File: src/rtl/pal_pkg.sv
// -----------------------------------------------------------------------------
// Positional array list package
// Opcodes, status codes, controller states and chain control type.
// -----------------------------------------------------------------------------
`timescale 1ns / 1ps

package pal_pkg;

    localparam int DATA_W       = 32;
    localparam int POS_W        = 8;
    localparam int DEF_CAPACITY = 128;

    typedef enum logic [1:0] {
        OP_INSERT = 2'd0,
        OP_DELETE = 2'd1,
        OP_GET    = 2'd2,
        OP_LOCATE = 2'd3
    } t_op;

    typedef enum logic [1:0] {
        ST_OK        = 2'd0,
        ST_BAD_POS   = 2'd1,
        ST_FULL      = 2'd2,
        ST_NOT_FOUND = 2'd3
    } t_status;

    typedef enum logic {
        S_IDLE = 1'b0,
        S_PASS = 1'b1
    } t_state;

    typedef struct packed {
        logic              shift;
        logic [DATA_W-1:0] fb;
    } t_chain_ctl;

endpackage

File: src/rtl/positional_array_list_top.sv
// -----------------------------------------------------------------------------
// Positional array list
// A rejected command strobes its result without turning the cell chain;
// any other command takes one full turn of the cell chain before its strobe.
// No new command is taken while a turn is under way (busy is high);
// the next command is taken in the strobe cycle. The receiver cannot stall.
// Reset empties the list and idles the controller; cell contents are kept.
// -----------------------------------------------------------------------------
`timescale 1ns / 1ps

module positional_array_list_top
    import pal_pkg::*;
#(
    parameter int CAPACITY = DEF_CAPACITY
) (
    input  logic                     i_clk,
    input  logic                     i_rst_n,
    input  logic                     start,
    output logic                     busy,
    input  logic [1:0]               i_opcode,
    input  logic [POS_W-1:0]         i_position,
    input  logic signed [DATA_W-1:0] i_value,
    output logic                     o_done,
    output logic [1:0]               o_status,
    output logic signed [DATA_W-1:0] o_data,
    output logic [POS_W-1:0]         o_found_position,
    output logic [POS_W-1:0]         o_count
);

    t_chain_ctl        chain;
    logic [DATA_W-1:0] q [CAPACITY];
    logic [DATA_W-1:0] data_u;

    pal_ctrl #(
        .CAPACITY(CAPACITY)
    ) u_ctrl (
        .i_clk           (i_clk),
        .i_rst_n         (i_rst_n),
        .i_start         (start),
        .i_opcode        (i_opcode),
        .i_position      (i_position),
        .i_value         (i_value),
        .i_head          (q[0]),
        .i_next          (q[1]),
        .o_chain         (chain),
        .o_busy          (busy),
        .o_done          (o_done),
        .o_status        (o_status),
        .o_data          (data_u),
        .o_found_position(o_found_position),
        .o_count         (o_count)
    );

    for (genvar g = 0; g < CAPACITY; g++) begin : g_cell
        if (g == CAPACITY - 1) begin : g_tail
            pal_cell u_cell (
                .i_clk  (i_clk),
                .i_shift(chain.shift),
                .i_d    (chain.fb),
                .o_q    (q[g])
            );
        end else begin : g_body
            pal_cell u_cell (
                .i_clk  (i_clk),
                .i_shift(chain.shift),
                .i_d    (q[g+1]),
                .o_q    (q[g])
            );
        end
    end

    assign o_data = data_u;

endmodule

File: src/rtl/pal_cell.sv
// -----------------------------------------------------------------------------
// Positional array list storage cell
// Holds one list entry and takes its neighbor's entry on each shift.
// -----------------------------------------------------------------------------
`timescale 1ns / 1ps

module pal_cell
    import pal_pkg::*;
(
    input  logic              i_clk,
    input  logic              i_shift,
    input  logic [DATA_W-1:0] i_d,
    output logic [DATA_W-1:0] o_q
);

    logic [DATA_W-1:0] r_q;

    always_ff @(posedge i_clk) begin
        if (i_shift) begin
            r_q <= i_d;
        end
    end

    assign o_q = r_q;

endmodule

File: src/rtl/pal_ctrl.sv
// -----------------------------------------------------------------------------
// Positional array list controller
// Checks each command; an accepted one rotates the cell chain once through the
// head and rewrites the feedback entry to insert, delete, read or search.
// -----------------------------------------------------------------------------
`timescale 1ns / 1ps

module pal_ctrl
    import pal_pkg::*;
#(
    parameter int CAPACITY = DEF_CAPACITY
) (
    input  logic                     i_clk,
    input  logic                     i_rst_n,
    input  logic                     i_start,
    input  logic [1:0]               i_opcode,
    input  logic [POS_W-1:0]         i_position,
    input  logic [DATA_W-1:0]        i_value,
    input  logic [DATA_W-1:0]        i_head,
    input  logic [DATA_W-1:0]        i_next,
    output t_chain_ctl               o_chain,
    output logic                     o_busy,
    output logic                     o_done,
    output logic [1:0]               o_status,
    output logic [DATA_W-1:0]        o_data,
    output logic [POS_W-1:0]         o_found_position,
    output logic [POS_W-1:0]         o_count
);

    localparam int CW   = $clog2(CAPACITY);
    localparam int CNTW = $clog2(CAPACITY + 1);
    localparam int XW   = CNTW + POS_W + 1;

    t_state            r_state, n_state;
    t_op               r_op, n_op;
    logic [POS_W-1:0]  r_pos, n_pos;
    logic [DATA_W-1:0] r_val, n_val;
    logic [CW-1:0]     r_j, n_j;
    logic [CNTW-1:0]   r_count, n_count;
    logic [DATA_W-1:0] r_carry, n_carry;
    logic              r_hit, n_hit;
    logic [XW-1:0]     r_found, n_found;
    logic              r_done, n_done;
    t_status           r_status, n_status;
    logic [DATA_W-1:0] r_data, n_data;
    logic [POS_W-1:0]  r_fpos, n_fpos;

    logic [XW-1:0] jx, cx, pi, ix;
    logic [XW-1:0] cnt_x;

    always_ff @(posedge i_clk) begin
        if (!i_rst_n) begin
            r_state <= S_IDLE;
            r_count <= '0;
            r_done  <= 1'b0;
        end else begin
            r_state <= n_state;
            r_count <= n_count;
            r_done  <= n_done;
        end
    end

    always_ff @(posedge i_clk) begin
        r_op     <= n_op;
        r_pos    <= n_pos;
        r_val    <= n_val;
        r_j      <= n_j;
        r_carry  <= n_carry;
        r_hit    <= n_hit;
        r_found  <= n_found;
        r_status <= n_status;
        r_data   <= n_data;
        r_fpos   <= n_fpos;
    end

    always_comb begin
        n_state  = r_state;
        n_op     = r_op;
        n_pos    = r_pos;
        n_val    = r_val;
        n_j      = r_j;
        n_count  = r_count;
        n_carry  = r_carry;
        n_hit    = r_hit;
        n_found  = r_found;
        n_done   = 1'b0;
        n_status = r_status;
        n_data   = r_data;
        n_fpos   = r_fpos;
        o_chain.shift = 1'b0;
        o_chain.fb    = i_head;

        jx = XW'(r_j);
        cx = XW'(r_count);
        pi = XW'(r_pos) - XW'(1);
        ix = XW'(i_position);

        unique case (r_state)
            S_IDLE: begin
                if (i_start) begin
                    n_op     = t_op'(i_opcode);
                    n_pos    = i_position;
                    n_val    = i_value;
                    n_j      = '0;
                    n_hit    = 1'b0;
                    n_found  = '0;
                    n_data   = '0;
                    n_fpos   = '0;
                    n_status = ST_OK;
                    n_state  = S_PASS;
                    unique case (t_op'(i_opcode))
                        OP_INSERT: begin
                            if (ix == '0 || ix > cx + XW'(1)) begin
                                n_status = ST_BAD_POS;
                                n_done   = 1'b1;
                                n_state  = S_IDLE;
                            end else if (cx >= XW'(CAPACITY)) begin
                                n_status = ST_FULL;
                                n_done   = 1'b1;
                                n_state  = S_IDLE;
                            end
                        end
                        OP_DELETE: begin
                            if (ix == '0 || ix > cx) begin
                                n_status = ST_BAD_POS;
                                n_done   = 1'b1;
                                n_state  = S_IDLE;
                            end
                        end
                        OP_GET: begin
                            if (ix == '0 || ix > cx) begin
                                n_status = ST_BAD_POS;
                                n_data   = '1;
                                n_done   = 1'b1;
                                n_state  = S_IDLE;
                            end
                        end
                        OP_LOCATE: begin
                        end
                        default: begin
                        end
                    endcase
                end
            end
            S_PASS: begin
                o_chain.shift = 1'b1;
                n_carry       = i_head;
                unique case (r_op)
                    OP_INSERT: begin
                        if (jx < pi) begin
                            o_chain.fb = i_head;
                        end else if (jx == pi) begin
                            o_chain.fb = r_val;
                        end else begin
                            o_chain.fb = r_carry;
                        end
                    end
                    OP_DELETE: begin
                        o_chain.fb = (jx < pi) ? i_head : i_next;
                        if (jx == pi) begin
                            n_data = i_head;
                        end
                    end
                    OP_GET: begin
                        if (jx == pi) begin
                            n_data = i_head;
                        end
                    end
                    OP_LOCATE: begin
                        if (!r_hit && jx < cx && i_head == r_val) begin
                            n_hit   = 1'b1;
                            n_found = jx + XW'(1);
                        end
                    end
                    default: begin
                    end
                endcase
                if (r_j == CW'(CAPACITY - 1)) begin
                    n_state = S_IDLE;
                    n_done  = 1'b1;
                    unique case (r_op)
                        OP_INSERT: n_count = r_count + CNTW'(1);
                        OP_DELETE: n_count = r_count - CNTW'(1);
                        OP_GET:    n_count = r_count;
                        OP_LOCATE: begin
                            n_status = n_hit ? ST_OK : ST_NOT_FOUND;
                            n_fpos   = n_hit ? n_found[POS_W-1:0] : '0;
                        end
                        default:   n_count = r_count;
                    endcase
                end else begin
                    n_j = r_j + CW'(1);
                end
            end
            default: begin
                n_state = S_IDLE;
            end
        endcase
    end

    assign cnt_x            = XW'(r_count);
    assign o_busy           = (r_state != S_IDLE);
    assign o_done           = r_done;
    assign o_status         = r_status;
    assign o_data           = r_data;
    assign o_found_position = r_fpos;
    assign o_count          = cnt_x[POS_W-1:0];

endmodule

File: config.mk
export PLATFORM = sky130hd
export DESIGN_NAME = positional_array_list_top
export DESIGN_NICKNAME = d
export VERILOG_FILES = /design/src/rtl/pal_pkg.sv /design/src/rtl/positional_array_list_top.sv /design/src/rtl/pal_cell.sv /design/src/rtl/pal_ctrl.sv
export SDC_FILE = /design/constraint.sdc
export NUM_CORES = 2
export LEC_CHECK = 0
export BUFFER_PORTS_ARGS = -buffer_cell sky130_fd_sc_hd__buf_2
export CORE_MARGIN = 2
export CORE_UTILIZATION = 55
export CTS_BUF_LIST = sky130_fd_sc_hd__clkbuf_8
export DETAILED_ROUTE_END_ITERATION = 8
export PLACE_DENSITY = 0.75
export SKIP_CTS_REPAIR_TIMING = 1
export SLEW_MARGIN = 40
export SYNTH_ARGS = -nofsm -noshare
export SYNTH_HDL_FRONTEND = slang
export SYNTH_SLANG_ARGS = --single-unit
File: constraint.sdc
create_clock -name i_clk -period 124.2 [get_ports i_clk]
set_input_delay 24.84 -clock i_clk [delete_from_list [all_inputs] [get_ports i_clk]]
set_output_delay 24.84 -clock i_clk [all_outputs]
set_load 0.05 [all_outputs]
# Word-level counts from Yosys, hierarchy flattened
# Cells that the tools add are included.
[word_totals]
reg_bits = 4238
latchBits = 0
ram_bits = 0
rom_bits = 0
n_memories = 0
[op_classes]
addsub = 6
mul = 0
n_div = 0
order_cmp = 5
n_eq_ne = 14
shift = 0
mux = 52
bitwise = 1
reduce_logical = 16
[op_table]
columns = ["cell", "count"]
rows = [
  ["$mux W32", 8],
  ["$pmux W32 S2", 2],
  ["$mux W8", 7],
  ["$pmux W8 S2", 3],
  ["$mux W33", 1],
  ["$eq A32 B32 Y1", 1],
  ["$eq A7 B17 Y1", 1],
  ["$gt A8 B17 Y1", 1],
  ["$lt A7 B17 Y1", 1],
  ["$mux W1", 15],
  ["$mux W7", 2],
  ["$pmux W7 S2", 1],
  ["$mux W2", 6],
  ["$ne A2 B2 Y1 const B", 6],
  ["$pmux W1 S2", 5],
  ["$add A8 B1 Y9 const B", 1],
  ["$reduce_and A3 Y1", 3],
  ["$sub A8 B1 Y9 const B", 1],
  ["$add A7 B1 Y8 const B", 1],
  ["$add A8 B1 Y8 const B", 1],
  ["$ge A8 B8 Y1 const B", 1],
  ["$gt A8 B8 Y1", 1],
  ["$logic_not A8 Y1", 1],
  ["$lt A7 B8 Y1", 1],
  ["14 further kinds", 23],
]

# Depth between registers and ports, before layout
[depth]
word_depth = 10
ltp_mapped = 14
mapped_depth_nobuf = 12

# Hierarchy
# From an unflattened synthesis, not the netlist that was laid out.
[unflattened]
hier_cells = 4750
area_unflattened_um2 = 130709.1
[modules_own_cells]
columns = ["module", "instances", "cells_each", "area_per_inst_um2"]
rows = [
  ["pal_cell", 128, 32, 960.9],
  ["pal_ctrl", 1, 654, 7711.1],
]

# Least setup slack after synthesis
# No wires, ideal clock.
[synth_timing]
path_kind = "flip-flop to output port"
startpoint = "reg u_ctrl.r_state (netlist: u_ctrl.o_busy)"
endpoint = "out busy"
t_arrival_ns = 91.291
required_time_ns = 99.360
path_slack_ns = 8.069
stages_incl_launch_ff = 1
n_path_buf = 0
path_cell_list = "dfxtp_1"
[synth_lines]
columns = ["item", "line_no", "rtl"]
rows = [
  ["start, declared", "pal_ctrl.sv:34", "t_state r_state, n_state;"],
  ["start signal, assigned", "pal_ctrl.sv:57", "r_state <= n_state;"],
  ["end, declared", "positional_array_list_top.sv:19", "output logic busy,"],
]
# No word-level cell between the ends.

# Final worst setup path
[layout_timing]
startpoint = "reg u_ctrl.r_state (netlist: u_ctrl.o_busy)"
endpoint = "out busy"
# No word-level cell between the ends.

==> results.yml <==
route:
  drt-vias-per-instance: 5.01
  drtIter0Drc: 4819
  drc: 0
  drtPass1Iterations: 5
  wire_per_inst_um: 19.6
  routed_wirelength_um: 179000
  final_antenna_net_count: 0
  vias: 45700
synth:
  yosysSeqAreaShare: 0.973
  ys_ff_latch: 4238
  syn-cell-area_um2: 131000
  synth-edff-count: 4228
  synthArstFlopShare: 0
  ys_warn_count: 0
  syn_area_per_cell_um2: 27.4
  ys_types: 58
  yosys_most_used_dff: "edfxtp_1"
  syn_nets: 4865
  syn_inst: 4774
sta:
  final_max_slew_viol_count: 0
  rsz0062_at_grt: "no"
  finalHoldViolCount: 0
  clock-skew-final_ns: 0.0735
  relSlewSlack: 0.473
  timing.fmax_mhz: 36.9
  tns_ns: 0
  period_minus_slack_ns: 27.08
  period_share: 0.218
  worst_pin_slew_ns: 0.791
  setup_viol: 0
placed_design:
  io_buffers: 96
  hpwlAfterDp_um: 91200
  gp_congestion: 0.821
  placed_cell_area_um2: 136000
cts:
  cts_tree: "yes"
  clk_pin_slew_ns: 0.06
  cts.sinks: 4238
  cts_root_buf: "clkbuf_8"
  cts_htree_levels: 6
  cts_buffers: 626
  worst_skew_pair.late_latency_ns: 1.05
  cts_buffer_depth: 4
setup_path:
  worstPathMaxFanout: 21
  cp.arrival_ns: 2.24
  slowest_stage: "dfxtp_4"
  startpoint_type: "register"
  max_stage_delay_ns: 0.75
  crit_buf_inv: 1
  cp_top_family: "flip-flops"
  crit_type: "register to output pin"
  critical_path.cell_chain: "buf_2"
  critPathRequiredTime_ns: 99.36
  end_kind: "output pin"
pwr:
  p_per_area_nw_per_um2: 18.1
  p_leak_nw: 39.9
  power_mw: 2.66
  vdd_ir_drop_max_mv: 0.0139
floorplan:
  die_h_um: 492
  placementRows: 178
  dieWidth_um: 492
  start_util: 0.554
  fp.dieArea_um2: 242000
  core_area_um2: 236000
  ios: 97
run_status:
  status: "finished clean"
layout:
  ff_latch_area_um2: 127000
  synthToLayoutAreaGrowth_pct: 12.4
  nFillCells: 14500
  nets: 5625
  utilization: 0.623
  drive_gt1_frac: 0.154
  multi_input_area_um2: 3230
  fin_area_um2: 147000
global_route:
  grt_pass1_wl_um: 268000
  grt_usage: 0.145
  grt_pass1_vias: 45500
  antenna_found_initial: 9
  grt_overflow_total: 0
  grt_max_degree: 180
flow_run:
  max_cap_viol_count: 0
worst_hold_path:
  hp-class: "register to register"
-- cells by family (layout without fill, tap and decap cells) --
| family | count (synthesis) | after routing | synth area share |
|---|---|---|---|
| AO/OA/AOI/OAI | 87 | 87 | 0.00519 |
| XOR/XNOR | 55 | 55 | 0.00369 |
| adder cells (fa/ha/maj) | 46 | 46 | 0.00446 |
| buffers and inverters | 84 | 1282 | 0.00276 |
| flip-flops | 4238 | 4238 | 0.973 |
| multiplexers | 38 | 38 | 0.00292 |
| other | 0 | 7 | 0 |
| AND/OR/NAND/NOR | 226 | 226 | 0.00816 |
-- cells in the mapped netlist (11+ instances only) --
cell type | count | area (µm²)
a21oi_1 | 11 | 55.1
clkbuf_1 | 14 | 52.6
edfxtp_1 | 4228 | 127000
ha_1 | 45 | 563
inv_1 | 57 | 214
mux2i_1 | 37 | 370
nand2_1 | 128 | 480
nand3_1 | 23 | 115
nor2_1 | 13 | 48.8
o221ai_1 | 32 | 280
xnor2_1 | 17 | 149
xor2_1 | 38 | 333
-- report_power, final --
| group | switching, mW | internal [mW] |
|---|---|---|
| Clock | 0.486 | 0.498 |
| Sequential | 0.0120 | 1.61 |
| Combinational | 0.0483 | 0.00837 |
-- path summary, 6_finish.rpt --
| path | slack, ns | cells past startpoint | startpoint | to |
|---|---|---|---|---|
| worst max-delay path | 97.12 | 1 | u_ctrl.o_busy | busy |
| worst min-delay path | 0.36 | 0 | g_cell[100].g_body.u_cell.o_q[24] | g_cell[99].g_body.u_cell.o_q[24] |
| worst max register to register | 117.98 | 8 | u_ctrl.o_busy | g_cell[79].g_body.u_cell.o_q[24] |
| worst min register to register | 0.36 | 0 | g_cell[100].g_body.u_cell.o_q[24] | g_cell[99].g_body.u_cell.o_q[24] |
-- placed cells by master (no fill, tap or decap), drive strengths merged, types with 25 or more instances in the layout --
| cell type | instances |
|---|---|
| clkbuf | 639 |
| nand2 | 128 |
| xor2 | 38 |
| clkinv | 188 |
| inv | 269 |
| o221ai | 32 |
| edfxtp | 4228 |
| buf | 158 |
| ha | 45 |
| nand3 | 25 |
| mux2i | 37 |
-- metal layers --
layer / routed length (µm) / GRT usage
met1: 87100 / 0.231
met2: 76200 / 0.194
met3: 9930 / 0.0364
met4: 5360 / 0.0598
met5: 0 / 0
-- registers in the layout (all words and copies together), names as in the netlist --
| name | count |
|---|---|
| u_ctrl.o_found_position | 8 |
| u_ctrl.r_carry | 32 |
| u_ctrl.r_j | 7 |
| u_ctrl.r_found | 8 |
| u_ctrl.r_val | 32 |
| u_ctrl.o_busy | 1 |
| u_ctrl.r_pos | 8 |
| u_ctrl.r_hit | 1 |
| u_ctrl.o_data | 32 |
| u_ctrl.o_done | 1 |
| u_ctrl.r_op | 2 |
| g_cell.g_tail.u_cell.o_q | 32 |
| u_ctrl.o_count | 8 |
| g_cell.g_body.u_cell.o_q | 4064 |
| u_ctrl.o_status | 2 |
-- metrics by stage --
stage               instances  setup slack (ns)  hold WS [ns]
finish                   9129             97.12         0.364
global route             9125             96.98         0.381
CTS                      9117             96.95         0.364
detailed placement       8051             96.86         0.405
global placement         8038             96.93         0.400
floorplan                4774              8.07         0.400
-- area by class of cell --
class,instances,share of cell area
Sequential cell,4238,0.865
Antenna cell,7,0.000119
Clock inverter,428,0.0144
Inverter,57,0.00146
Clock buffer,638,0.0598
Tap cell,3150,0.0268
Multi-Input combinational cell,452,0.0220
Timing Repair Buffer,159,0.0101
(Power assumes the default switching activity.)
